==> src/hw/rtl/assert_macros.svh <==
// Assertion macros used by the validator RTL.
`ifndef ASSERT_MACROS_SVH
`define ASSERT_MACROS_SVH

// Check a condition at every rising clock edge outside reset.
`define JSV_ASSERT(lbl, expr, msg) \
    lbl: assert property (@(posedge clk) disable iff (!rst_n) (expr)) else $error(msg);

// Check that a condition in one cycle implies another in the next cycle.
`define JSV_ASSERT_NEXT(lbl, ante, cons, msg) \
    lbl: assert property (@(posedge clk) disable iff (!rst_n) (ante) |=> (cons)) else $error(msg);

`endif

==> src/hw/rtl/jsv_pkg.sv <==
// Types, codes and constants shared by the JSON stream validator.
package jsv_pkg;

    localparam int MAX_NESTING_DEF = 32;

    // Lexer modes
    typedef enum logic [4:0] {
        M_VALUE     = 5'd0,
        M_ARR_FIRST = 5'd1,
        M_OBJ_FIRST = 5'd2,
        M_KEY       = 5'd3,
        M_COLON     = 5'd4,
        M_AFTER     = 5'd5,
        M_N_SIGN    = 5'd6,
        M_N_ZERO    = 5'd7,
        M_N_INT     = 5'd8,
        M_N_DOT     = 5'd9,
        M_N_FRAC    = 5'd10,
        M_N_EXP     = 5'd11,
        M_N_EXPSIGN = 5'd12,
        M_N_EXPDIG  = 5'd13,
        M_LIT_TRUE  = 5'd14,
        M_LIT_FALSE = 5'd15,
        M_LIT_NULL  = 5'd16,
        M_STR_VAL   = 5'd17,
        M_STR_KEY   = 5'd18,
        M_ESC_VAL   = 5'd19,
        M_ESC_KEY   = 5'd20,
        M_HEX_VAL   = 5'd21,
        M_HEX_KEY   = 5'd22
    } lex_mode_t;

    // Error kinds
    localparam logic [1:0] FAIL_NONE   = 2'd0;
    localparam logic [1:0] FAIL_SYNTAX = 2'd1;
    localparam logic [1:0] FAIL_DEPTH  = 2'd2;

    // Character codes
    localparam logic [7:0] CH_NUL      = 8'h00;
    localparam logic [7:0] CH_TAB      = 8'h09;
    localparam logic [7:0] CH_LF       = 8'h0A;
    localparam logic [7:0] CH_CR       = 8'h0D;
    localparam logic [7:0] CH_SPACE    = 8'h20;
    localparam logic [7:0] CH_QUOTE    = 8'h22;
    localparam logic [7:0] CH_PLUS     = 8'h2B;
    localparam logic [7:0] CH_COMMA    = 8'h2C;
    localparam logic [7:0] CH_MINUS    = 8'h2D;
    localparam logic [7:0] CH_DOT      = 8'h2E;
    localparam logic [7:0] CH_SLASH    = 8'h2F;
    localparam logic [7:0] CH_0        = 8'h30;
    localparam logic [7:0] CH_1        = 8'h31;
    localparam logic [7:0] CH_9        = 8'h39;
    localparam logic [7:0] CH_COLON    = 8'h3A;
    localparam logic [7:0] CH_UP_A     = 8'h41;
    localparam logic [7:0] CH_UP_E     = 8'h45;
    localparam logic [7:0] CH_UP_F     = 8'h46;
    localparam logic [7:0] CH_LBRACKET = 8'h5B;
    localparam logic [7:0] CH_BSLASH   = 8'h5C;
    localparam logic [7:0] CH_RBRACKET = 8'h5D;
    localparam logic [7:0] CH_A        = 8'h61;
    localparam logic [7:0] CH_B        = 8'h62;
    localparam logic [7:0] CH_E        = 8'h65;
    localparam logic [7:0] CH_F        = 8'h66;
    localparam logic [7:0] CH_L        = 8'h6C;
    localparam logic [7:0] CH_N        = 8'h6E;
    localparam logic [7:0] CH_R        = 8'h72;
    localparam logic [7:0] CH_S        = 8'h73;
    localparam logic [7:0] CH_T        = 8'h74;
    localparam logic [7:0] CH_U        = 8'h75;
    localparam logic [7:0] CH_LBRACE   = 8'h7B;
    localparam logic [7:0] CH_RBRACE   = 8'h7D;

    // Input beat
    typedef struct packed {
        logic [7:0] data_byte;
        logic       last_byte;
    } byte_beat_t;

    // Result beat
    typedef struct packed {
        logic       valid_res;
        logic [1:0] error_kind;
    } result_beat_t;

    // Stack command from the lexer
    typedef struct packed {
        logic push;
        logic is_obj;
    } stack_op_t;

endpackage

==> src/hw/rtl/jsv_stack.sv <==
// Container stack: one bit per open level, top entry kept in a register.
module jsv_stack
    import jsv_pkg::*;
#(
    parameter int MAX_NESTING = MAX_NESTING_DEF
) (
    input  logic                               clk,
    input  stack_op_t                          op,
    input  logic [$clog2(MAX_NESTING + 1)-1:0] level_next,
    output logic                               top_obj
);

    localparam int LW = $clog2(MAX_NESTING + 1);
    localparam int AW = (MAX_NESTING > 1) ? $clog2(MAX_NESTING) : 1;

    logic          mem [0:MAX_NESTING-1];
    logic [AW-1:0] addr;
    logic          top_reg;

    // Entry at the new top of stack: the pushed slot, or the one below after a pop
    assign addr = AW'(level_next - LW'(1));

    // Write on push, read the new top with bypass of a same-cycle push
    always_ff @(posedge clk)
    begin
        if (op.push)
        begin
            mem[addr] <= op.is_obj;
        end
        top_reg <= op.push ? op.is_obj : mem[addr];
    end

    assign top_obj = top_reg;

endmodule

==> src/hw/rtl/json_stream_validator.sv <==
// Streaming JSON syntax validator: one document byte per beat, one verdict per document.
// Throughput: one byte per cycle; a last byte is held only while the previous verdict stalls.
// The verdict is registered: it appears in the cycle after the beat that carries the last byte.
// The stack top comes from a registered memory read with push bypass, set up the cycle before.
// Reset (async, active low) clears lexer mode, level, counters and the result valid flag.
// The stack memory is not cleared; only pushed entries are ever used.
module json_stream_validator
    import jsv_pkg::*;
#(
    parameter int MAX_NESTING = MAX_NESTING_DEF
) (
    input  logic         clk,
    input  logic         rst_n,
    input  logic         byte_valid,
    output logic         byte_stall,
    input  byte_beat_t   byte_data,
    output logic         res_valid,
    input  logic         res_stall,
    output result_beat_t res_data
);

`include "assert_macros.svh"

    localparam int LW = $clog2(MAX_NESTING + 1);

    lex_mode_t    mode_reg, mode_next;
    logic [LW-1:0] level_reg, level_next;
    logic [2:0]   count_reg, count_next;
    logic [1:0]   fail_reg, fail_next;
    logic         zero_reg, zero_next;
    logic         res_valid_reg, res_valid_next;
    result_beat_t res_data_reg, res_next;

    stack_op_t    stk_op;
    logic         top_obj;
    logic         byte_acc;
    logic [7:0]   c;
    logic         is_space, is_digit, is_hex, in_string;

    // begin-value outcome
    lex_mode_t    bv_mode;
    logic [2:0]   bv_count;
    logic [1:0]   bv_fail;
    logic         bv_push, bv_obj;

    // after-value outcome
    lex_mode_t    af_mode;
    logic [1:0]   af_fail;
    logic         af_pop;

    // literal lookup
    logic [7:0]   lit_ch;
    logic [2:0]   lit_len;

    // checker terms
    logic         last_acc, doc_idle, failed, verdict_ok;

    // Document may end in this mode at this level
    function automatic logic doc_complete(lex_mode_t m, logic at_top);
        return at_top && (m == M_AFTER || m == M_N_ZERO || m == M_N_INT ||
                          m == M_N_FRAC || m == M_N_EXPDIG);
    endfunction

    jsv_stack #(
        .MAX_NESTING(MAX_NESTING)
    ) u_stack (
        .clk        (clk),
        .op         (stk_op),
        .level_next (level_next),
        .top_obj    (top_obj)
    );

    // Hold a last byte only while the previous verdict is still stalled
    assign byte_stall = res_valid_reg && res_stall && byte_data.last_byte;
    assign byte_acc   = byte_valid && !byte_stall;

    // Classify the byte
    assign c         = byte_data.data_byte;
    assign is_space  = (c == CH_SPACE) || (c == CH_TAB) || (c == CH_LF) || (c == CH_CR);
    assign is_digit  = (c >= CH_0) && (c <= CH_9);
    assign is_hex    = is_digit || ((c >= CH_A) && (c <= CH_F)) ||
                       ((c >= CH_UP_A) && (c <= CH_UP_F));
    assign in_string = mode_reg >= M_STR_VAL;

    // Expected next letter of the literal in progress
    always_comb
    begin
        lit_ch  = CH_NUL;
        lit_len = 3'd4;
        case (mode_reg)
            M_LIT_TRUE:
            begin
                case (count_reg)
                    3'd1:    lit_ch = CH_R;
                    3'd2:    lit_ch = CH_U;
                    3'd3:    lit_ch = CH_E;
                    default: lit_ch = CH_NUL;
                endcase
            end
            M_LIT_FALSE:
            begin
                lit_len = 3'd5;
                case (count_reg)
                    3'd1:    lit_ch = CH_A;
                    3'd2:    lit_ch = CH_L;
                    3'd3:    lit_ch = CH_S;
                    3'd4:    lit_ch = CH_E;
                    default: lit_ch = CH_NUL;
                endcase
            end
            M_LIT_NULL:
            begin
                case (count_reg)
                    3'd1:    lit_ch = CH_U;
                    3'd2:    lit_ch = CH_L;
                    3'd3:    lit_ch = CH_L;
                    default: lit_ch = CH_NUL;
                endcase
            end
            default: lit_ch = CH_NUL;
        endcase
    end

    // Start of a value
    always_comb
    begin
        bv_mode  = mode_reg;
        bv_count = count_reg;
        bv_fail  = FAIL_NONE;
        bv_push  = 1'b0;
        bv_obj   = 1'b0;
        case (c)
            CH_QUOTE: bv_mode = M_STR_VAL;
            CH_LBRACE, CH_LBRACKET:
            begin
                if (level_reg >= LW'(MAX_NESTING))
                begin
                    bv_fail = FAIL_DEPTH;
                end
                else
                begin
                    bv_push = 1'b1;
                    bv_obj  = (c == CH_LBRACE);
                    bv_mode = (c == CH_LBRACE) ? M_OBJ_FIRST : M_ARR_FIRST;
                end
            end
            CH_T:
            begin
                bv_mode  = M_LIT_TRUE;
                bv_count = 3'd1;
            end
            CH_F:
            begin
                bv_mode  = M_LIT_FALSE;
                bv_count = 3'd1;
            end
            CH_N:
            begin
                bv_mode  = M_LIT_NULL;
                bv_count = 3'd1;
            end
            CH_MINUS: bv_mode = M_N_SIGN;
            CH_0:     bv_mode = M_N_ZERO;
            default:
            begin
                if ((c >= CH_1) && (c <= CH_9))
                begin
                    bv_mode = M_N_INT;
                end
                else
                begin
                    bv_fail = FAIL_SYNTAX;
                end
            end
        endcase
    end

    // After a value: separator or closing bracket of the open container
    always_comb
    begin
        af_mode = M_AFTER;
        af_fail = FAIL_NONE;
        af_pop  = 1'b0;
        if (level_reg == '0)
        begin
            af_fail = FAIL_SYNTAX;
        end
        else if (c == CH_COMMA)
        begin
            af_mode = top_obj ? M_KEY : M_VALUE;
        end
        else if (c == (top_obj ? CH_RBRACE : CH_RBRACKET))
        begin
            af_pop = 1'b1;
        end
        else
        begin
            af_fail = FAIL_SYNTAX;
        end
    end

    // Next state of the lexer and the verdict
    always_comb
    begin
        logic rehandle;
        mode_next  = mode_reg;
        level_next = level_reg;
        count_next = count_reg;
        fail_next  = fail_reg;
        zero_next  = zero_reg;
        stk_op     = '{push: 1'b0, is_obj: 1'b0};
        res_next   = res_data_reg;
        rehandle   = 1'b0;
        if (byte_acc)
        begin
            if (!zero_reg)
            begin
                if (c == CH_NUL)
                begin
                    if (fail_reg == FAIL_NONE && !doc_complete(mode_reg, level_reg == '0))
                    begin
                        fail_next = FAIL_SYNTAX;
                    end
                    zero_next = 1'b1;
                end
                else if (fail_reg == FAIL_NONE && (in_string || !is_space))
                begin
                    case (mode_reg)
                        M_VALUE:
                        begin
                            mode_next  = bv_mode;
                            count_next = bv_count;
                            fail_next  = bv_fail;
                        end
                        M_ARR_FIRST:
                        begin
                            if (c == CH_RBRACKET)
                            begin
                                level_next = level_reg - LW'(1);
                                mode_next  = M_AFTER;
                            end
                            else
                            begin
                                mode_next  = bv_mode;
                                count_next = bv_count;
                                fail_next  = bv_fail;
                            end
                        end
                        M_OBJ_FIRST:
                        begin
                            if (c == CH_RBRACE)
                            begin
                                level_next = level_reg - LW'(1);
                                mode_next  = M_AFTER;
                            end
                            else if (c == CH_QUOTE)
                            begin
                                mode_next = M_STR_KEY;
                            end
                            else
                            begin
                                fail_next = FAIL_SYNTAX;
                            end
                        end
                        M_KEY:
                        begin
                            if (c == CH_QUOTE) mode_next = M_STR_KEY;
                            else fail_next = FAIL_SYNTAX;
                        end
                        M_COLON:
                        begin
                            if (c == CH_COLON) mode_next = M_VALUE;
                            else fail_next = FAIL_SYNTAX;
                        end
                        M_AFTER: rehandle = 1'b1;
                        M_N_SIGN:
                        begin
                            if (c == CH_0) mode_next = M_N_ZERO;
                            else if ((c >= CH_1) && (c <= CH_9)) mode_next = M_N_INT;
                            else fail_next = FAIL_SYNTAX;
                        end
                        M_N_ZERO, M_N_INT:
                        begin
                            if (mode_reg == M_N_INT && is_digit) mode_next = M_N_INT;
                            else if (c == CH_DOT) mode_next = M_N_DOT;
                            else if (c == CH_E || c == CH_UP_E) mode_next = M_N_EXP;
                            else rehandle = 1'b1;
                        end
                        M_N_DOT:
                        begin
                            if (is_digit) mode_next = M_N_FRAC;
                            else fail_next = FAIL_SYNTAX;
                        end
                        M_N_FRAC:
                        begin
                            if (is_digit) mode_next = M_N_FRAC;
                            else if (c == CH_E || c == CH_UP_E) mode_next = M_N_EXP;
                            else rehandle = 1'b1;
                        end
                        M_N_EXP:
                        begin
                            if (c == CH_PLUS || c == CH_MINUS) mode_next = M_N_EXPSIGN;
                            else if (is_digit) mode_next = M_N_EXPDIG;
                            else fail_next = FAIL_SYNTAX;
                        end
                        M_N_EXPSIGN:
                        begin
                            if (is_digit) mode_next = M_N_EXPDIG;
                            else fail_next = FAIL_SYNTAX;
                        end
                        M_N_EXPDIG:
                        begin
                            if (!is_digit) rehandle = 1'b1;
                        end
                        M_LIT_TRUE, M_LIT_FALSE, M_LIT_NULL:
                        begin
                            if (count_reg >= lit_len || c != lit_ch)
                            begin
                                fail_next = FAIL_SYNTAX;
                            end
                            else if (count_reg + 3'd1 == lit_len)
                            begin
                                count_next = 3'd0;
                                mode_next  = M_AFTER;
                            end
                            else
                            begin
                                count_next = count_reg + 3'd1;
                            end
                        end
                        M_STR_VAL, M_STR_KEY:
                        begin
                            if (c == CH_QUOTE)
                            begin
                                mode_next = (mode_reg == M_STR_KEY) ? M_COLON : M_AFTER;
                            end
                            else if (c < CH_SPACE)
                            begin
                                fail_next = FAIL_SYNTAX;
                            end
                            else if (c == CH_BSLASH)
                            begin
                                mode_next = (mode_reg == M_STR_KEY) ? M_ESC_KEY : M_ESC_VAL;
                            end
                        end
                        M_ESC_VAL, M_ESC_KEY:
                        begin
                            if (c == CH_QUOTE || c == CH_BSLASH || c == CH_SLASH ||
                                c == CH_B || c == CH_F || c == CH_N || c == CH_R ||
                                c == CH_T)
                            begin
                                mode_next = (mode_reg == M_ESC_KEY) ? M_STR_KEY : M_STR_VAL;
                            end
                            else if (c == CH_U)
                            begin
                                mode_next  = (mode_reg == M_ESC_KEY) ? M_HEX_KEY : M_HEX_VAL;
                                count_next = 3'd0;
                            end
                            else
                            begin
                                fail_next = FAIL_SYNTAX;
                            end
                        end
                        M_HEX_VAL, M_HEX_KEY:
                        begin
                            if (!is_hex)
                            begin
                                fail_next = FAIL_SYNTAX;
                            end
                            else if (count_reg >= 3'd3)
                            begin
                                count_next = 3'd0;
                                mode_next  = (mode_reg == M_HEX_KEY) ? M_STR_KEY : M_STR_VAL;
                            end
                            else
                            begin
                                count_next = count_reg + 3'd1;
                            end
                        end
                        default: fail_next = FAIL_SYNTAX;
                    endcase

                    // Push for an opened container
                    if ((mode_reg == M_VALUE || (mode_reg == M_ARR_FIRST && c != CH_RBRACKET))
                        && bv_push)
                    begin
                        stk_op     = '{push: 1'b1, is_obj: bv_obj};
                        level_next = level_reg + LW'(1);
                    end

                    // A byte that ends a number, or follows a value, is taken as a separator
                    if (rehandle)
                    begin
                        mode_next = af_mode;
                        fail_next = af_fail;
                        if (af_pop)
                        begin
                            level_next = level_reg - LW'(1);
                        end
                    end
                end
            end

            // Last byte: form the verdict and start a new document
            if (byte_data.last_byte)
            begin
                res_next.error_kind = fail_next;
                if (!zero_next && fail_next == FAIL_NONE &&
                    !doc_complete(mode_next, level_next == '0))
                begin
                    res_next.error_kind = FAIL_SYNTAX;
                end
                res_next.valid_res = (res_next.error_kind == FAIL_NONE);
                mode_next  = M_VALUE;
                level_next = '0;
                count_next = 3'd0;
                fail_next  = FAIL_NONE;
                zero_next  = 1'b0;
            end
        end
    end

    // Result valid: set by a last byte, drop when taken
    always_comb
    begin
        res_valid_next = res_valid_reg;
        if (byte_acc && byte_data.last_byte)
        begin
            res_valid_next = 1'b1;
        end
        else if (res_valid_reg && !res_stall)
        begin
            res_valid_next = 1'b0;
        end
    end

    // Control state
    always_ff @(posedge clk or negedge rst_n)
    begin
        if (!rst_n)
        begin
            mode_reg      <= M_VALUE;
            level_reg     <= '0;
            count_reg     <= 3'd0;
            fail_reg      <= FAIL_NONE;
            zero_reg      <= 1'b0;
            res_valid_reg <= 1'b0;
        end
        else
        begin
            mode_reg      <= mode_next;
            level_reg     <= level_next;
            count_reg     <= count_next;
            fail_reg      <= fail_next;
            zero_reg      <= zero_next;
            res_valid_reg <= res_valid_next;
        end
    end

    // Result payload
    always_ff @(posedge clk)
    begin
        res_data_reg <= res_next;
    end

    assign res_valid = res_valid_reg;
    assign res_data  = res_data_reg;

    // Terms for the checks below
    assign last_acc   = byte_acc && byte_data.last_byte;
    assign doc_idle   = level_reg == '0 && mode_reg == M_VALUE && fail_reg == FAIL_NONE;
    assign failed     = fail_reg != FAIL_NONE;
    assign verdict_ok = res_data_reg.valid_res == (res_data_reg.error_kind == FAIL_NONE) &&
                        res_data_reg.error_kind <= FAIL_DEPTH;

    `JSV_ASSERT(a_level_bound, level_reg <= LW'(MAX_NESTING), "stack level beyond MAX_NESTING")
    `JSV_ASSERT_NEXT(a_last_resets, last_acc, res_valid_reg && doc_idle, "no verdict or restart")
    `JSV_ASSERT(a_verdict_code, !res_valid_reg || verdict_ok, "verdict flag and error kind disagree")
    `JSV_ASSERT_NEXT(a_fail_sticky, failed && !last_acc, fail_reg == $past(fail_reg), "error lost")

endmodule

==> config.mk <==
export PLATFORM = sky130hd
export DESIGN_NAME = json_stream_validator
export DESIGN_NICKNAME = d
export VERILOG_FILES = /design/src/hw/rtl/jsv_pkg.sv /design/src/hw/rtl/jsv_stack.sv /design/src/hw/rtl/json_stream_validator.sv
export VERILOG_INCLUDE_DIRS = /design/src /design/src/hw/rtl
export SDC_FILE = /design/constraint.sdc
export NUM_CORES = 1
export LEC_CHECK = 0
export ABC_AREA = 0
export BUFFER_PORTS_ARGS = -buffer_cell sky130_fd_sc_hd__buf_2
export CAP_MARGIN = 20
export CORE_MARGIN = 10
export CORE_UTILIZATION = 61
export DETAILED_ROUTE_END_ITERATION = 8
export PLACE_DENSITY = 0.74
export SYNTH_ARGS = -nofsm -noshare
export SYNTH_HDL_FRONTEND = slang
export SYNTH_SLANG_ARGS = --single-unit
==> constraint.sdc <==
create_clock -name clk -period 11.8 [get_ports clk]
set_clock_uncertainty 0.05 [all_clocks]
set_input_delay 1.77 -clock clk [delete_from_list [all_inputs] [get_ports clk]]
set_output_delay 1.77 -clock clk [all_outputs]
set_load 0.005 [all_outputs]
== Word-level counts from Yosys, hierarchy flattened ==
Memories as Yosys holds them, arrays and structs flattened. A register that Yosys moved wholly into a read port is not among the register bits.
Cells that the tools add are included.
W data, S select, Z words.
Operators by class
  add/sub/neg operators: 4
  $lt $le $gt $ge: 12
  equality and inequality tests: 67
  muxes and demuxes: 132
  reductions and logical operators: 72
Operator list (count)
  $mux W5: 29
  $eq A8 B7 Y1 const B: 13
  $pmux W5 S15: 1
  $eq A8 B6 Y1 const B: 9
  $mux W6: 12
  $mux W2: 35
  $eq A5 B4 Y1 const B: 11
  $mux W3: 15
  $eq A5 B5 Y1 const B: 7
  $pmux W5 S7: 1
  $eq A5 B3 Y1 const B: 6
  $mux W1: 30
  $pmux W7 S4: 1
  $pmux W2 S13: 1
  $logic_or A1 B1 Y1: 25
  $eq A8 B4 Y1 const B: 3
  $pmux W8 S3: 1
  $pmux W7 S3: 1
  $logic_and A1 B1 Y1: 18
  $ge A8 B6 Y1 const B: 2
  $ge A8 B7 Y1 const B: 2
  $le A8 B7 Y1 const B: 2
  $ne A3 B3 Y1 const B: 5
  $pmux W3 S5: 1
  37 further kinds: 56
Storage, ports and cells
  register bits: 21
  bits in writable memories: 32
  input bits: 13
  word-level logic and storage cells: 296
  memories kept: 1
Memory list
  u_stack.mem: depth 32, bits a word 1, read ports 1, clocked after memory_dff 1, wr ports 1, line jsv_stack.sv:16  | logic mem [0:MAX_NESTING-1];

== Logic depth before layout (Yosys ltp) ==
Gate-level depths: netlist (run 1).
  word-level depth: 28
  gate-level depth with buffers: 16
  gate-level depth less buffers: 15

== Modules after synthesis ==
Synthesis (run 1) repeated with hierarchy kept, for this count alone.
Second synthesis, totals
  cells, all modules: 650
  area, all modules: 5283.8 µm²
By module, submodules not included
  json_stream_validator: instances 1, cells each 511, area an instance 3597.2 µm², sequential area each 540.5 µm²
  jsv_stack: instances 1, cells each 139, area an instance 1686.6 µm², sequential area each 1061.0 µm²

== Worst setup path before layout (run 1) ==
No wires, ideal clock.
  path kind: input to register
  from: in byte_data[4] in the netlist's numbering
  to: mem u_stack.mem[24] (enable)
  library setup time: 0.300 ns
  arrival time: 4.808 ns
  required time: 11.450 ns
  setup slack: 6.642 ns
  stages on the path: 14
  cells stage by stage: buf_2 -> and4bb_2 -> nand3b_2 -> a31oi_4 -> a21oi_4 -> and4_1 -> nor4_1 -> o41ai_2 -> a21oi_4 -> ha_1 -> xnor2_1 -> a21oi_2 -> or4b_4 -> nor2_1
On the way
  cells in the longest elaborated chain, start to end: 18
  elaborated cells on any way between the ends: 64
  classes of those cells: add/sub (1); order compare (2); eq/ne (14); mux (33); reduce/logical (14)
Ends and longest elaborated chain
  start, declared: line json_stream_validator.sv:16  | input byte_beat_t byte_data,
  parallel branches: the longest is 12 deep, another holds $ge A8 B6 Y1
  $mux W6 *: line json_stream_validator.sv:218  | if (c == CH_NUL)
  $mux W6 *: line json_stream_validator.sv:216  | if (!zero_reg)
  $mux W6 *: line json_stream_validator.sv:214  | if (byte_acc)
  $mux W6 *: line json_stream_validator.sv:405  | if (byte_data.last_byte)
  $mux W6 *: line json_stream_validator.sv:214
  $sub A5 B1 Y5 *: line jsv_stack.sv:21  | assign addr = AW'(level_next - LW'(1));
  via u_stack.addr[0]: line jsv_stack.sv:17  | logic [AW-1:0] addr;
  end, declared: line jsv_stack.sv:16
Mark *: on every way through the listed nets, which the timed path passes. The select of a mux whose other input is x is not followed.

== Worst setup path in the final report (run 1) ==
  from: in byte_data[6] in the netlist's numbering
  to: mem u_stack.mem[18] (enable)
The elaborated chain is that of the path after synthesis.

==> impl_metrics.py, run 1 <==
metrics = {
    "routing": {
        "met2_length_mm": 7.91,
        "vias_per_cell": 7.39,
        "route.detailed.drc": 0,
        "drt_first_pass_iters": 6,
        "dr.first_iter.drc_count": 953,
        "ant_nets": 0,
        "wl_met3_mm": 2.54,
        "wl_mm": 18.9,
        "met1_length_mm": 7.86,
        "wl_per_cell_um": 23.2,
        "highest_layer": "met4",
        "via_count": 6019,
    },
    "placed_design": {
        "gp_congestion": 1.08,
        "dp_hpwl_mm": 13.7,
        "post-place-ws_ns": 5.86,
        "io_buffers": 17,
    },
    "sta": {
        "finalHoldViolations": 0,
        "tns_ns": 0,
        "rsz0062_at_grt": "false",
        "maxSlewHeadroom_pct": 21.7,
        "min_period_ns": 5.69,
        "tightest_slew_ns": 1.16,
        "period_share_pct": 48.2,
        "setup_viol": 0,
        "max_freq_mhz": 176,
        "final_max_slew_viol_count": 0,
        "setup_ws_ns": 6.11,
    },
    "yosys": {
        "synth-edff-count": 35,
        "synth_area_um2": 5750,
        "ys_async_sr_fraction_pct": 31.0,
        "synthXorXnorAreaFrac_pct": 1.37,
        "synth_cell_type_count": 103,
        "synth_fp_nets": 737,
        "synth_compound_area_share_pct": 25.4,
        "synth_top_family_by_area": "simple AND/OR/NAND/NOR gates",
        "synthMuxAreaShare_pct": 3.85,
        "syn_area_per_cell_um2": 8.09,
        "synth_ff_type": "edfxtp_1",
        "synthSimpleGateAreaFrac_pct": 33.3,
        "synth_warnings": 0,
        "synth-seq-area-share_pct": 27.8,
        "synthAdderAreaFrac_pct": 2.83,
        "synth-seq-cells": 58,
        "synthCells": 711,
    },
    "finish": {
        "drive_gt1_share_pct": 11.8,
        "largest_reg_flops": 32,
        "antennaDiodeCount": 0,
        "fill_cells": 809,
        "nets": 724,
        "syn_to_final_growth_pct": 4.57,
    },
    "pwr": {
        "power.leakage_nw": 2.37,
        "totalPowerFinal_mw": 0.673,
        "ir_worst_vdd_mv": 0.0693,
        "p_per_area_nw_per_um2": 112,
    },
    "critical_path": {
        "end_kind": "flip-flop",
        "path_cells": "buf_2 -> and4bb_1 -> nand2_2 -> o21ai_2 -> a21oi_4 -> and4_1 -> nor4_1 -> o41ai_2 -> a21oi_4 -> ha_1 -> xnor2_1 -> a211o_1 -> a311o_1 -> nor2_1",
        "path_common_cell": "a21oi_4",
        "crit_slowest_cell": "and4bb_1",
        "cp-start-kind": "input pin",
        "critPathKind": "input pin to flip-flop",
        "critPathArrivalTime_ns": 5.70,
        "required_ns": 11.81,
        "cp_max_fo": 23,
        "critical_path.max_stage_delay_ns": 0.43,
        "crit_buf_inv": 1,
        "crit_family": "compound AO/OA/AOI/OAI gates",
    },
    "clock_tree": {
        "holdBufCountCts": 0,
        "clk_pin_slew_ns": 0.08,
        "cts-resized-gates": 0,
        "clock_path_buffers": 2,
        "cts_buffers": 9,
        "cts_setup_buffers": 0,
        "tritoncts": "done",
        "clk_latency_ns": 0.35,
        "cts-root-buf": "clkbuf_8",
        "cts_sinks": 58,
        "htreeDepth": 3,
    },
    "floorplan": {
        "design.die.area_um2": 13700,
        "coreArea_um2": 9200,
        "pin_count": 18,
        "die_x_um": 117,
        "die_h_um": 117,
        "rows": 35,
        "start_util_pct": 62.5,
    },
    "min_path": {
        "worstHoldPathType": "flip-flop to flip-flop",
    },
    "grt": {
        "grt_pass1_vias": 5349,
        "grt_use_total_pct": 27.4,
        "grt_max_degree": 41,
        "antenna_found_initial": 0,
        "grt_pass1_wl_mm": 29.5,
        "grt-ovfl-total": 0,
    },
    "run": {
        "drv_cap": 0,
    },
    "run_status": {
        "status": "finished clean",
    },
}
-- synth_stat cells, types with 4 or more instances --
library cell / number / area (um2)
edfxtp_1: 35 / 1050
and3_1: 16 / 100
and2_1: 13 / 81.3
a21oi_1: 37 / 185
o21ai_1: 4 / 20.0
a22o_1: 4 / 35.0
clkbuf_1: 22 / 82.6
dfrtp_1: 18 / 450
or3_1: 10 / 62.6
buf_2: 14 / 70.1
nand2_1: 69 / 259
a32oi_1: 4 / 35.0
nand3_1: 20 / 100
mux2i_1: 21 / 210
o21ai_0: 36 / 180
buf_6: 4 / 45.0
buf_1: 5 / 18.8
o211ai_1: 8 / 60.1
nand3b_1: 7 / 52.6
dfxtp_1: 5 / 100
a31oi_1: 10 / 62.6
nor2_1: 79 / 297
a221o_1: 6 / 60.1
o221ai_1: 5 / 43.8
a22oi_1: 7 / 52.6
or2_2: 4 / 25.0
nor3_1: 28 / 140
nor2b_1: 12 / 75.1
nand4_1: 6 / 37.5
or4_1: 5 / 37.5
o22ai_1: 6 / 37.5
ha_1: 13 / 163
nor4_1: 16 / 100
xor2_1: 4 / 35.0
inv_1: 15 / 56.3
xnor2_1: 5 / 43.8
nand2b_1: 15 / 93.8
a211oi_1: 10 / 75.1
-- placed cells by master (no fill, tap or decap), types with 5 or more instances in the layout --
| cell | synthesis | final |
|---|---|---|
| dfxtp_1 | 5 | 5 |
| nor4_1 | 16 | 16 |
| nor2_1 | 79 | 79 |
| buf_4 | 3 | 7 |
| o211ai_1 | 8 | 8 |
| or3_1 | 10 | 10 |
| dfrtp_1 | 18 | 18 |
| nor2b_1 | 12 | 12 |
| nand3_1 | 20 | 20 |
| o22ai_1 | 6 | 6 |
| mux2i_1 | 21 | 21 |
| nand2_1 | 69 | 69 |
| nand4_1 | 6 | 6 |
| xnor2_1 | 5 | 5 |
| or4_1 | 5 | 5 |
| o21ai_0 | 36 | 36 |
| nand3b_1 | 7 | 7 |
| a31oi_1 | 10 | 10 |
| ha_1 | 13 | 13 |
| nor3_1 | 28 | 28 |
| o221ai_1 | 5 | 5 |
| nand2b_1 | 15 | 15 |
| a22oi_1 | 7 | 7 |
| a21oi_1 | 37 | 37 |
| buf_2 | 14 | 17 |
| edfxtp_1 | 35 | 35 |
| a211oi_1 | 10 | 10 |
| and3_1 | 16 | 16 |
| a221o_1 | 6 | 6 |
| and2_1 | 13 | 13 |
| clkbuf_8 | 0 | 9 |
| inv_1 | 15 | 15 |
-- area by class of cell --
cell class	count	area, um2	area share [%]
multi-input cells	585	3840	63.8
flip-flops and latches	58	1600	26.6
well taps	111	139	2.31
repair buffers	24	138	2.29
clock buffers	9	124	2.06
clock inverters	7	101	1.69
inverters	20	75.1	1.25
-- per-stage QoR --
step | hold WS (ns) | utilization [%] | area, um2 | instances
after detailed placement | 0.434 | 63.0 | 5790 | 798
final | 0.454 | 65.4 | 6010 | 814
after global placement | 0.417 | 63.0 | 5790 | 798
after floorplan | 0.429 | - | 5750 | 711
after global routing | 0.489 | 65.4 | 6010 | 814
after CTS | 0.455 | 65.4 | 6010 | 814
-- worst paths after layout --
path	cells after the start	slack [ns]	end	from
setup / recovery	14	6.11	u_stack.mem[18]	byte_data[6]
hold / removal	2	0.45	res_valid	res_valid
setup reg to reg	15	6.98	u_stack.mem[18]	level_reg[0]
hold reg to reg	2	0.45	res_valid	res_valid
max in group asynchronous	1	10.12	count_reg[1]	rst_n
min in group asynchronous	1	1.29	fail_reg[1]	rst_n
-- logic make-up (layout without fill, tap and decap cells) --
logic type,after synthesis,in the layout
adder cells (fa/ha/maj),13,13
AO/OA/AOI/OAI,196,196
XOR/XNOR,9,9
flip-flops,58,58
AND/OR/NAND/NOR,345,345
buffers and inverters,68,60
multiplexers,22,22
-- worst reg2reg max path, cell delays in order, from the launching register on --
cell and delay (ns):
dfrtp_1 0.49, inv_1 0.14, ha_1 0.34, nand2b_1 0.14, or4_1 0.58, nand2_1 0.20, a21oi_4 0.07, and4_1 0.24
nor4_1 0.43, o41ai_2 0.16, a21oi_4 0.32, ha_1 0.36, xnor2_1 0.19, a211o_1 0.30, a311o_1 0.33, nor2_1 0.18
-- power by group --
| part | switching [mW] | leakage (nW) | internal [mW] | total (mW) |
|---|---|---|---|---|
| clock | 0.0978 | 0.106 | 0.120 | 0.218 |
| combinational | 0.138 | 1.61 | 0.0737 | 0.212 |
| sequential | 0.0203 | 0.658 | 0.223 | 0.243 |
| total | 0.256 | 2.37 | 0.417 | 0.673 |
-- routing by layer --
| metal | up-vias | track usage [%] |
|---|---|---|
| li1 | 2684 | - |
| met1 | 2815 | 39.6 |
| met2 | 452 | 38.7 |
| met3 | 68 | 6.52 |
| met4 | 0 | 9.47 |
| met5 | - | 0 |
Note: power is estimated with default switching activity, not from simulation.
==> run 2, diff against run 1 <==
--- a/config.mk
+++ b/config.mk
@@ -6,13 +6,13 @@
 export SDC_FILE = /design/constraint.sdc
 export NUM_CORES = 1
 export LEC_CHECK = 0
-export ABC_AREA = 0
+export ABC_AREA = 1
 export BUFFER_PORTS_ARGS = -buffer_cell sky130_fd_sc_hd__buf_2
 export CAP_MARGIN = 20
 export CORE_MARGIN = 10
 export CORE_UTILIZATION = 61
 export DETAILED_ROUTE_END_ITERATION = 8
-export PLACE_DENSITY = 0.74
+export PLACE_DENSITY = 0.75
 export SYNTH_ARGS = -nofsm -noshare
 export SYNTH_HDL_FRONTEND = slang
 export SYNTH_SLANG_ARGS = --single-unit
==> constraint.sdc (replaced) <==
create_clock -name clk -period 5.73 [get_ports clk]
set_clock_uncertainty 0.05 [all_clocks]
set_input_delay 0.8595 -clock clk [delete_from_list [all_inputs] [get_ports clk]]
set_output_delay 0.8595 -clock clk [all_outputs]
set_load 0.005 [all_outputs]
==> run 2 against run 1 <==
Worst hold slack lost 0.050 ns. Highest routed layer unchanged. Critical path depth grew 7. Largest power group is now combinational logic. Clock power grew 100%. Sequential cell count is the same.
==> impl_metrics.py, run 2 <==
metrics = {
    "run_status": {
        "status": "finished clean",
    },
    "grt": {
        "antenna_found_initial": 0,
        "grt_max_degree": 33,
        "grt_pass1_wl_mm": 27.9,
        "grt_use_total_pct": 26.4,
        "grt-ovfl-total": 0,
        "grt_pass1_vias": 5617,
    },
    "routing": {
        "ant_nets": 0,
        "wl_per_cell_um": 17.8,
        "wl_mm": 17.7,
        "dr.first_iter.drc_count": 867,
        "vias_per_cell": 6.09,
        "drt_first_pass_iters": 6,
        "via_count": 6053,
        "route.detailed.drc": 0,
    },
    "sta": {
        "rsz0062_at_grt": "false",
        "tightest_slew_ns": 0.816,
        "maxSlewHeadroom_pct": 45.4,
        "min_period_ns": 4.29,
        "period_share_pct": 74.9,
        "setup_ws_ns": 1.44,
        "final_max_slew_viol_count": 0,
        "tns_ns": 0,
        "max_freq_mhz": 233,
        "setup_viol": 0,
        "finalHoldViolations": 0,
    },
    "floorplan": {
        "coreArea_um2": 8680,
        "pin_count": 18,
        "start_util_pct": 62.4,
        "design.die.area_um2": 13000,
        "die_h_um": 114,
        "die_x_um": 114,
        "rows": 34,
    },
    "finish": {
        "nets": 907,
        "syn_to_final_growth_pct": 6.79,
        "final_common_cell": "nand2_1",
        "drive_gt1_share_pct": 11.5,
        "multi_input_area_um2": 3290,
        "largest_reg_flops": 32,
        "layout_common_cells": "nand2_1 (267), nor2_1 (128), inv_1 (96)",
        "fill_cells": 792,
        "ff_latch_area_um2": 1600,
        "antennaDiodeCount": 0,
    },
    "pwr": {
        "ir_worst_vdd_mv": 0.346,
        "power.leakage_nw": 2.93,
        "p_per_area_nw_per_um2": 337,
    },
    "yosys": {
        "synth_top_cell_by_area": "edfxtp_1",
        "synthTopCellsByArea": "edfxtp_1 (19%), nand2_1 (19%), nor2_1 (8.9%)",
        "synth_most_common_cell": "nand2_1",
        "synth-seq-area-share_pct": 29.6,
        "syn_area_per_cell_um2": 6.25,
        "synth_cell_type_count": 44,
        "ys_async_sr_fraction_pct": 31.0,
        "synth-seq-cells": 58,
        "yosysTopAreaCellShare_pct": 19.4,
        "synthCells": 867,
        "synth_area_um2": 5420,
        "synth_fp_nets": 893,
        "netlist_top_cells_count": "nand2_1 (267), nor2_1 (128), inv_1 (96), nand3_1 (90), o21ai_0 (41)",
        "synth-edff-count": 35,
        "synth_warnings": 0,
        "synth_ff_type": "edfxtp_1",
    },
    "critical_path": {
        "critPathKind": "input pin to flip-flop",
        "cp-start-kind": "input pin",
        "end_kind": "flip-flop",
        "crit_family": "simple AND/OR/NAND/NOR gates",
        "cp_max_fo": 16,
        "crit_slowest_cell": "inv_1",
        "required_ns": 5.72,
        "critPathArrivalTime_ns": 4.28,
        "path_cells": "buf_2 -> inv_2 -> nand2_1 -> nor2_1 -> o2bb2ai_1 -> nand2_1 -> nand3_1 -> nor2_2 -> inv_1 -> nand2_1 -> nand2_1 -> a21oi_1 -> ha_1 -> inv_1 -> nor2_4 -> nand2_1 -> nand2_2 -> nand2_4 -> inv_2 -> nand3_2 -> nor2_1",
        "critical_path.max_stage_delay_ns": 0.36,
        "path_common_cell": "nand2_1",
        "crit_buf_inv": 5,
    },
    "min_path": {
        "worstHoldPathType": "input pin to asynchronous set/reset pin",
    },
    "clock_tree": {
        "clock_path_buffers": 2,
        "clk_latency_ns": 0.34,
        "holdBufCountCts": 0,
        "cts_buffers": 9,
        "tritoncts": "done",
        "cts_setup_buffers": 0,
        "clk_pin_slew_ns": 0.07,
        "cts_sinks": 58,
        "htreeDepth": 3,
        "cts-resized-gates": 0,
        "cts-root-buf": "clkbuf_8",
    },
    "placed_design": {
        "gp_congestion": 1.03,
        "dp_hpwl_mm": 13.4,
        "io_buffers": 17,
        "post-place-ws_ns": 1.19,
    },
    "run": {
        "drv_cap": 0,
    },
}
[run 2: cell count changes after synthesis, sizes merged, moves of 17 or more]
cell	previous run	this run
nand3	21	99
clkbuf	22	5
mux2i	21	0
nor4	19	1
nand2	70	288
a21oi	43	23
inv	18	114
nor2	79	143
[run 2: path summary, 6_finish.rpt]
check / slack, ns / to / depth (start not counted) / startpoint
setup reg to reg: 1.50 / u_stack.mem[20] / 21 / mode_reg[4]
min in group clk: 0.50 / zero_reg / 2 / zero_reg
setup / recovery: 1.44 / u_stack.mem[20] / 21 / byte_data[6]
max in group asynchronous: 4.92 / fail_reg[1] / 1 / rst_n
hold reg to reg: 0.50 / zero_reg / 2 / zero_reg
hold / removal: 0.40 / res_valid / 1 / rst_n
[run 2: through the flow]
step | utilization, % | hold WS, ns | std cells | power, mW | instance area (um2)
4_1_cts | 66.7 | 0.408 | 994 | 1.90 | 5780
3_5_place_dp | 64.0 | 0.488 | 978 | 1.47 | 5560
2_1_floorplan | - | 0.464 | 867 | 1.23 | 5420
3_3_place_gp | 64.0 | 0.490 | 978 | 1.45 | 5560
5_1_grt | 66.7 | 0.394 | 994 | 2.06 | 5780
6_report | 66.7 | 0.404 | 994 | 1.95 | 5780
[run 2: logic make-up after synthesis]
| logic type | Yosys count | synth area share (%) |
|---|---|---|
| buffers and inverters | 130 | 9.82 |
| AOI/OAI and AO/OA | 97 | 10.3 |
| and+or+nand+nor | 562 | 46.2 |
| DFF | 58 | 29.6 |
| adders and majority gates | 13 | 3.00 |
| xor gates and xnor gates | 7 | 1.13 |
[run 2: layer usage]
layer | share of wire, % | track usage [%] | vias up | routed length, um
li1 | - | - | 2835 | -
met1 | 40 | 35.6 | 2772 | 7140
met2 | 45 | 40.6 | 404 | 7920
met3 | 13 | 7.18 | 42 | 2260
met4 | 2.2 | 7.10 | 0 | 381
met5 | 0 | 0 | - | 0
[run 2: area by class of cell]
cell class	instances	area share, %
clock buffers	9	2.14
clock inverters	7	1.77
inverters	115	7.59
multi-input cells	679	56.9
flip-flops and latches	58	27.7
well taps	108	2.34
repair buffers	18	1.60
[run 2: report_power, final]
| group | switching (mW) | internal (mW) |
|---|---|---|
| sequential | 0.0705 | 0.469 |
| clock | 0.188 | 0.249 |
| combinational | 0.681 | 0.291 |
==> run 3, diff against run 2 <==
--- a/config.mk
+++ b/config.mk
@@ -10,9 +10,9 @@
 export BUFFER_PORTS_ARGS = -buffer_cell sky130_fd_sc_hd__buf_2
 export CAP_MARGIN = 20
 export CORE_MARGIN = 10
-export CORE_UTILIZATION = 61
+export CORE_UTILIZATION = 58
 export DETAILED_ROUTE_END_ITERATION = 8
-export PLACE_DENSITY = 0.75
+export PLACE_DENSITY = 0.74
 export SYNTH_ARGS = -nofsm -noshare
 export SYNTH_HDL_FRONTEND = slang
 export SYNTH_SLANG_ARGS = --single-unit
==> constraint.sdc (replaced) <==
create_clock -name clk -period 3.55 [get_ports clk]
set_clock_uncertainty 0.05 [all_clocks]
set_input_delay 0.5325 -clock clk [delete_from_list [all_inputs] [get_ports clk]]
set_output_delay 0.5325 -clock clk [all_outputs]
set_load 0.005 [all_outputs]
==> run 3 against run 2 <==
Sequential cell count unchanged. Final area increased by 9.4%. Cell count increased by 6.1%. Largest power group unchanged.
==> impl_metrics.py, run 3 (synthesis gave the netlist of run 2 again) <==
metrics = {
    "run_status": {
        "status": "finished clean",
    },
    "critical_path": {
        "end_kind": "flip-flop",
        "critical_path.max_stage_delay_ns": 0.48,
        "crit_buf_inv": 4,
        "crit_path_start": "mode_reg[2]",
        "path_common_cell": "nand2_2",
        "crit_family": "simple AND/OR/NAND/NOR gates",
        "required_ns": 3.55,
        "r2r_slack_ns": 0.11,
        "critPathArrivalTime_ns": 3.44,
        "crit_slowest_cell": "dfrtp_2",
        "cp-start-kind": "flip-flop",
        "critPathKind": "flip-flop to flip-flop",
        "cp_max_fo": 7,
        "r2r_start": "mode_reg[2]",
    },
    "floorplan": {
        "start_util_pct": 59.2,
        "die_x_um": 117,
        "pin_count": 18,
        "coreArea_um2": 9150,
        "design.die.area_um2": 13600,
        "rows": 35,
        "die_h_um": 117,
    },
    "clock_tree": {
        "cts_buffers": 9,
        "clk_latency_ns": 0.35,
        "htreeDepth": 3,
        "tritoncts": "done",
        "cts-root-buf": "clkbuf_8",
        "clock_path_buffers": 2,
        "clk_pin_slew_ns": 0.08,
        "cts_sinks": 58,
        "holdBufCountCts": 0,
    },
    "sta": {
        "final_max_slew_viol_count": 0,
        "tightest_slew_ns": 0.480,
        "max_freq_mhz": 290,
        "setup_viol": 0,
        "period_share_pct": 97.0,
        "finalHoldViolations": 0,
        "setup_ws_ns": 0.107,
        "rsz0062_at_grt": "true",
        "min_period_ns": 3.44,
        "maxSlewHeadroom_pct": 67.7,
        "tns_ns": 0,
    },
    "run": {
        "drv_cap": 0,
    },
    "pwr": {
        "p_sw_share_pct": 46.5,
        "pwr-share-comb_pct": 53.5,
        "p_per_area_nw_per_um2": 553,
        "power.leakage_nw": 3.22,
        "p_int_mw": 1.87,
        "p_sw_mw": 1.63,
        "ir_worst_vdd_mv": 0.442,
        "seqPwrFrac_pct": 24.1,
        "p_clk_share_pct": 22.3,
    },
    "routing": {
        "via_count": 6331,
        "route.detailed.drc": 0,
        "dr.first_iter.drc_count": 918,
        "wl_mm": 19.4,
        "drt_first_pass_iters": 6,
        "vias_per_cell": 6.00,
        "wl_per_cell_um": 18.4,
        "ant_nets": 0,
    },
    "finish": {
        "final_common_cell": "nand2_1",
        "layout_common_cells": "nand2_1 (262), nor2_1 (122), inv_1 (96)",
        "multi_input_area_um2": 3360,
        "antennaDiodeCount": 0,
        "fin_area_um2": 6330,
        "fill_cells": 780,
        "largest_reg_flops": 32,
        "drive_gt1_share_pct": 19.0,
        "syn_to_final_growth_pct": 16.9,
        "ff_latch_area_um2": 1610,
        "nets": 965,
    },
    "placed_design": {
        "gp_congestion": 1.03,
        "dp_hpwl_mm": 14.6,
        "place_area_um2": 5940,
        "post-place-ws_ns": -0.0881,
        "io_buffers": 17,
    },
    "grt": {
        "grt_pass1_wl_mm": 30.2,
        "grt_use_total_pct": 28.5,
        "grt_max_degree": 33,
        "antenna_found_initial": 0,
        "grt_pass1_vias": 5800,
        "grt-ovfl-total": 0,
    },
    "min_path": {
        "worstHoldPathType": "input pin to asynchronous set/reset pin",
    },
}
-- run 3: timing repair --
action / in CTS / in global routing
setup buffers: 0 / 9
resized for setup: 4 / 22
setup endpoints to repair: 29 / 34
pin swaps: 0 / 4
-- run 3: worst paths after layout --
| path | to | depth (start not counted) |
|---|---|---|
| max in group asynchronous | mode_reg[2] | 1 |
| hold reg to reg | zero_reg | 2 |
| setup / recovery | u_stack.mem[26] | 26 |
| setup reg to reg | u_stack.mem[26] | 26 |
| min in group clk | res_valid | 3 |
| hold / removal | mode_reg[4] | 1 |
-- run 3: stage by stage --
stage | utilization [%] | hold slack [ns] | power [mW] | instances
2_1_floorplan | - | 0.187 | 1.99 | 867
3_5_place_dp | 64.9 | 0.452 | 2.56 | 1030
3_3_place_gp | 64.9 | 0.454 | 2.56 | 1030
4_1_cts | 67.7 | 0.0760 | 3.36 | 1046
6_report | 69.2 | 0.0752 | 3.50 | 1055
5_1_grt | 69.2 | 0.0906 | 3.69 | 1055
-- run 3: power groups by stage --
| stage | logic [mW] | clock network (mW) | registers, mW |
|---|---|---|---|
| floorplan | 1.18 | 0 | 0.809 |
| global placement | 1.71 | 0 | 0.854 |
| detailed placement | 1.70 | 0 | 0.858 |
| CTS | 1.73 | 0.784 | 0.846 |
| global route | 2.04 | 0.803 | 0.848 |
| finish | 1.87 | 0.781 | 0.846 |
-- run 3: final cells by class --
type	count	area share (%)
multi-input combinational	679	53.1
sequential	58	25.4
timing repair buffer	76	8.36
inverter	115	7.04
tap	111	2.19
clock inverter	7	1.98
clock buffer	9	1.96
-- run 3: metal layers --
layer	global-route usage [%]	vias to the layer above	wire length, um
met5	0	-	0
met4	9.56	0	468
met3	7.04	49	2610
met2	44.8	457	8580
met1	37.4	2872	7720
li1	-	2953	-
